--- src/design/c8x_pkg.sv ---
// Package for the CHIP-8 instruction executor.
// Holds the word type, the item kinds, the back-end states, the sizes and the font table.
// Used by every module of the design except c8x_ram; depends on nothing.
`default_nettype none
package c8x_pkg;

	localparam int MEM_BYTES = 4096;
	localparam int MEM_AW = 12;
	localparam int SCREEN_W = 64;
	localparam int SCREEN_H = 32;
	localparam int ROW_AW = 5;
	localparam int COL_AW = 6;
	localparam int STACK_DEPTH_DEF = 16;
	localparam int FONT_BYTES = 80;
	localparam logic [11:0] PC_RESET = 12'h200;

	typedef enum logic [1:0] {
		KIND_WRITE = 2'd0,
		KIND_EXEC  = 2'd1,
		KIND_READ  = 2'd2,
		KIND_NONE  = 2'd3
	} kind_t;

	typedef struct packed {
		kind_t       kind;
		logic [11:0] addr;
		logic [7:0]  wbyte;
		logic [15:0] keys;
		logic [7:0]  rnd;
	} item_t;

	typedef enum logic [4:0] {
		ST_CLEAR,
		ST_IDLE,
		ST_FETCH_HI,
		ST_FETCH_LO,
		ST_READ_X,
		ST_READ_Y,
		ST_EXEC,
		ST_WR_VF,
		ST_BCD_1,
		ST_BCD_2,
		ST_STORE_RD,
		ST_STORE_WR,
		ST_LOAD_RD,
		ST_LOAD_WR,
		ST_DRAW_RD,
		ST_DRAW_WR,
		ST_DISP_RD
	} state_t;

	localparam logic [7:0] FONT [FONT_BYTES] = '{
		8'hF0, 8'h90, 8'h90, 8'h90, 8'hF0, 8'h20, 8'h60, 8'h20, 8'h20, 8'h70,
		8'hF0, 8'h10, 8'hF0, 8'h80, 8'hF0, 8'hF0, 8'h10, 8'hF0, 8'h10, 8'hF0,
		8'h90, 8'h90, 8'hF0, 8'h10, 8'h10, 8'hF0, 8'h80, 8'hF0, 8'h10, 8'hF0,
		8'hF0, 8'h80, 8'hF0, 8'h90, 8'hF0, 8'hF0, 8'h10, 8'h20, 8'h40, 8'h40,
		8'hF0, 8'h90, 8'hF0, 8'h90, 8'hF0, 8'hF0, 8'h90, 8'hF0, 8'h10, 8'hF0,
		8'hF0, 8'h90, 8'hF0, 8'h90, 8'h90, 8'hE0, 8'h90, 8'hE0, 8'h90, 8'hE0,
		8'hF0, 8'h80, 8'h80, 8'h80, 8'hF0, 8'hE0, 8'h90, 8'h90, 8'h90, 8'hE0,
		8'hF0, 8'h80, 8'hF0, 8'h80, 8'hF0, 8'hF0, 8'h80, 8'hF0, 8'h80, 8'h80
	};

endpackage
`default_nettype wire

--- src/design/c8x_front.sv ---
// Front end: accepts input words, classifies them by kind and queues them.
// Depends on c8x_pkg; feeds c8x_back through a two-entry queue.
`default_nettype none
module c8x_front (
	input  wire logic           clk,
	input  wire logic           arst_n,
	input  wire logic           s_tvalid,
	output logic                s_tready,
	input  wire logic [47:0]    s_tdata,
	input  wire logic [1:0]     s_tuser,
	output c8x_pkg::item_t      head,
	output logic                head_valid,
	input  wire logic           pop
);
	import c8x_pkg::*;

	item_t      q_q [2];
	logic       wr_ptr_q;
	logic       rd_ptr_q;
	logic [1:0] count_q;
	logic       push;
	item_t      item_in;

	always_comb begin
		case (s_tuser)
			2'd0:    item_in.kind = KIND_WRITE;
			2'd1:    item_in.kind = KIND_EXEC;
			2'd2:    item_in.kind = KIND_READ;
			default: item_in.kind = KIND_NONE;
		endcase
		item_in.addr  = s_tdata[11:0];
		item_in.wbyte = s_tdata[19:12];
		item_in.keys  = s_tdata[35:20];
		item_in.rnd   = s_tdata[43:36];
	end

	assign s_tready   = (count_q != 2'd2);
	assign push       = s_tvalid && s_tready;
	assign head_valid = (count_q != 2'd0);
	assign head       = q_q[rd_ptr_q];

	always_ff @(posedge clk) begin
		if (push) begin
			q_q[wr_ptr_q] <= item_in;
		end
	end

	always_ff @(posedge clk or negedge arst_n) begin
		if (!arst_n) begin
			wr_ptr_q <= 1'b0;
			rd_ptr_q <= 1'b0;
			count_q  <= 2'd0;
		end else begin
			if (push) begin
				wr_ptr_q <= ~wr_ptr_q;
			end
			if (pop) begin
				rd_ptr_q <= ~rd_ptr_q;
			end
			case ({push, pop})
				2'b10:   count_q <= count_q + 2'd1;
				2'b01:   count_q <= count_q - 2'd1;
				default: count_q <= count_q;
			endcase
		end
	end
endmodule
`default_nettype wire

--- config.mk ---
export PLATFORM = sky130hd
export DESIGN_NAME = c8x_front
export DESIGN_NICKNAME = d
export VERILOG_FILES = /design/src/design/c8x_pkg.sv /design/src/design/c8x_front.sv
export SDC_FILE = /design/constraint.sdc
export NUM_CORES = 1
export LEC_CHECK = 0
export BUFFER_PORTS_ARGS = -buffer_cell sky130_fd_sc_hd__buf_4
export CAP_MARGIN = 10
export CORE_MARGIN = 2
export CORE_UTILIZATION = 51
export CTS_BUF_LIST = sky130_fd_sc_hd__clkbuf_16
export CTS_CLUSTER_SIZE = 20
export DETAILED_ROUTE_END_ITERATION = 8
export PLACE_DENSITY = 0.78
export SKIP_LAST_GASP = 1
export SLEW_MARGIN = 10
export SYNTH_ARGS = -nofsm -noshare
export SYNTH_HDL_FRONTEND = slang
export SYNTH_SLANG_ARGS = --single-unit
--- constraint.sdc ---
create_clock -name clk -period 3.75 [get_ports clk]
set_input_delay 0.1875 -clock clk [delete_from_list [all_inputs] [get_ports clk]]
set_output_delay 0.1875 -clock clk [all_outputs]
set_load 0.02 [all_outputs]
==> impl_metrics.yaml <==
clocking:
  hold_buffers: 1
  cts_tree: "done"
  h-tree-depth: 3
  cts_buffers: 9
  post-cts-setup-buffer-count: 0
  cts_max_path_buffers: 2
  cts_resized: 0
  cts.clk_slew.worst_paths_ns: 0.06
  root_buffer: "clkbuf_16"
  clock_latency_ns: 0.33
  cts_sinks: 96
worst_setup_path:
  crit_type: "flop to output pin"
  cp_data_arrival_time_ns: 2.17
  cp_top_family: "flip-flops"
  r2r_setup_slack_ns: 1.65
  path_common_cell: "buf_4"
  worst_setup_path_end_kind: "output pin"
  cp_cell_sequence: "buf_4, mux2_2, buf_4"
  rr_worst_depth: 4
  cp_slowest_stage_delay_ns: 0.79
  crit_required_ns: 3.56
  start_kind: "flop"
  cp_slowest_cell: "dfrtp_2"
  critPathMaxFanout: 24
  cp_num_cells: 3
  cp_num_buf_inv: 2
floorplan:
  dieArea_um2: 7823
  num_rows: 30
  initial_core_util_pct: 53.24
  pin_count: 102
  die_w_um: 88.45
  core_area_um2: 6832
  die_h_um: 88.45
logic_synthesis:
  synth_commonest_cells: "edfxtp_1 (92), mux2_4 (30), mux2_2 (16)"
  synthFlopType: "edfxtp_1"
  synth.most_common_cell: "edfxtp_1"
  synthArstFlopShare_pct: 4.167
  synth_edf_count: 92
  yosysTopAreaCell: "edfxtp_1"
  synth_nets: 216
  yosys.cell_types.count: 15
  netlist_area_um2: 3637
  synth-seq-area-share_pct: 78.71
  syn_inst: 161
  yosys-top-cells-area: "edfxtp_1 (76%), mux2_4 (12%), mux2_2 (5.0%)"
  synth_top_area_share_pct: 75.95
  yosysWarnings: 0
  ys_ff_latch: 96
  syn_area_per_cell_um2: 22.59
timing:
  period_needed_ns: 2.362
  slew_viol_final: 0
  fin_skew_ns: 0.004642
  fin_setup_tns_ns: 0
  finalHoldViolCount: 0
  finalSetupViolations: 0
  fin_crit_sh_pct: 62.99
  worst_slew_pin_slew_ns: 1.060
  timing.fmax_mhz: 423.3
  whs_ns: 0.03971
  rsz0062_at_grt: "false"
  slew_headroom_pct: 29.36
detailed_routing:
  via_per_inst: 4.825
  dr.pass1.iters: 4
  wirelength_um: 5808
  wl_per_cell_um: 15.87
  ant_nets: 0
  drtIter0Drc: 85
  vias: 1766
  drcViolationCount: 0
final_layout:
  antenna_cells: 0
  final_nets: 320
  postLayoutCoreUtil_pct: 69.91
  area_delta_synth_final_pct: 31.30
  layout-drive-gt1-share_pct: 60.00
grt:
  met1_usage_pct: 18.90
  grt_start_max_net_pins: 47
  top_usage_layer: "met2"
  use_met2_pct: 25.36
  track_usage_pct: 15.55
  grt_pass1_vias: 1830
  grt_pass1_wl_um: 8825
  grt_use_met3_pct: 6.437
  grt_overflow_total: 0
  antenna_found_initial: 0
pwr:
  peakVddDrop_mv: 0.5624
  finalPower_mw: 3.903
  p_per_area_nw_per_um2: 817.2
  p_leak_nw: 1.881
flow_run:
  cap_violations: 0
status:
  status: "completed"
placed_design:
  dpl.hpwl_um: 3885
  gp_congestion: 0.6817
  io_buffers: 97
worst_hold_path:
  hp-class: "primary input to flop"
  min_path_cells: 1
-- routing by layer --
layer  up-vias  wire [um]  part of all wire, %
li1        834          -                    -
met1       859       2394                   41
met2        67       2916                   50
met3         6        455                  7.8
met4         0         41                 0.71
met5         -          0                    0
-- worst reg2reg max path, stage by stage (launching register included) --
cell and delay, ns:
dfrtp_1 0.43, nand2b_1 0.18, nand2_1 0.15, nor2_4 0.55, buf_4 0.44
-- cell usage in the layout (no fill, tap or decap), types with 2 or more instances in the layout --
master and n:
mux2_4 30, clkinv_1 2, xnor2_1 3, edfxtp_1 92, dfrtp_1 3, clkbuf_16 9
bufinv_16 2, xor2_1 2, mux2_2 16, buf_4 99
-- metrics by stage --
stage | instances | cell area, um^2 | setup WS [ns]
5_1_grt | 366 | 4776 | 1.283
4_1_cts | 366 | 4776 | 1.341
3_5_place_dp | 349 | 4453 | 1.628
6_report | 366 | 4776 | 1.388
3_3_place_gp | 349 | 4453 | 1.670
2_1_floorplan | 161 | 3637 | 0.5617
-- cells by family (layout without fill, tap and decap cells) --
group                      after synthesis  in the layout  synth area share (%)
and+or+nand+nor                          6              6                0.8259
adders and majority gates                1              1                0.3439
xor gates and xnor gates                 5              5                 1.204
buffers and inverters                    7            116                 1.582
DFF                                     96             96                 78.71
muxes                                   46             46                 17.34
-- final timing paths --
kind	to	start
worst min-delay path	q_q[1][44]$_DFFE_PP_	s_tuser[0]
max in group asynchronous	rd_ptr_q$_DFFE_PN0P_	arst_n
worst min register to register	count_q[1]$_DFFE_PN0P_	count_q[1]$_DFFE_PN0P_
min in group asynchronous	count_q[1]$_DFFE_PN0P_	arst_n
worst max register to register	q_q[0][41]$_DFFE_PP_	count_q[0]$_DFFE_PN0P_
worst max-delay path	head[1]	rd_ptr_q$_DFFE_PN0P_
-- final cells by class --
class,instances,area [um^2]
Clock buffer,9,225.2
Clock inverter,7,87.58
Fill cell,463,2056
Multi-Input combinational cell,58,725.7
Sequential cell,96,2864
Tap cell,96,120.1
Timing Repair Buffer,100,753.2
-- registers in the layout, summed over array words and instances, names as in the netlist --
signal / count
count_q: 2
wr_ptr_q: 1
rd_ptr_q: 1
q_q: 92
-- power breakdown --
part | internal, mW | switching [mW] | leakage (nW)
logic | 0.682 | 0.681 | 0.829
clock network | 0.578 | 0.358 | 0.152
registers | 1.47 | 0.131 | 0.900
total | 2.73 | 1.17 | 1.88
Power figures use the tool's default switching activity.
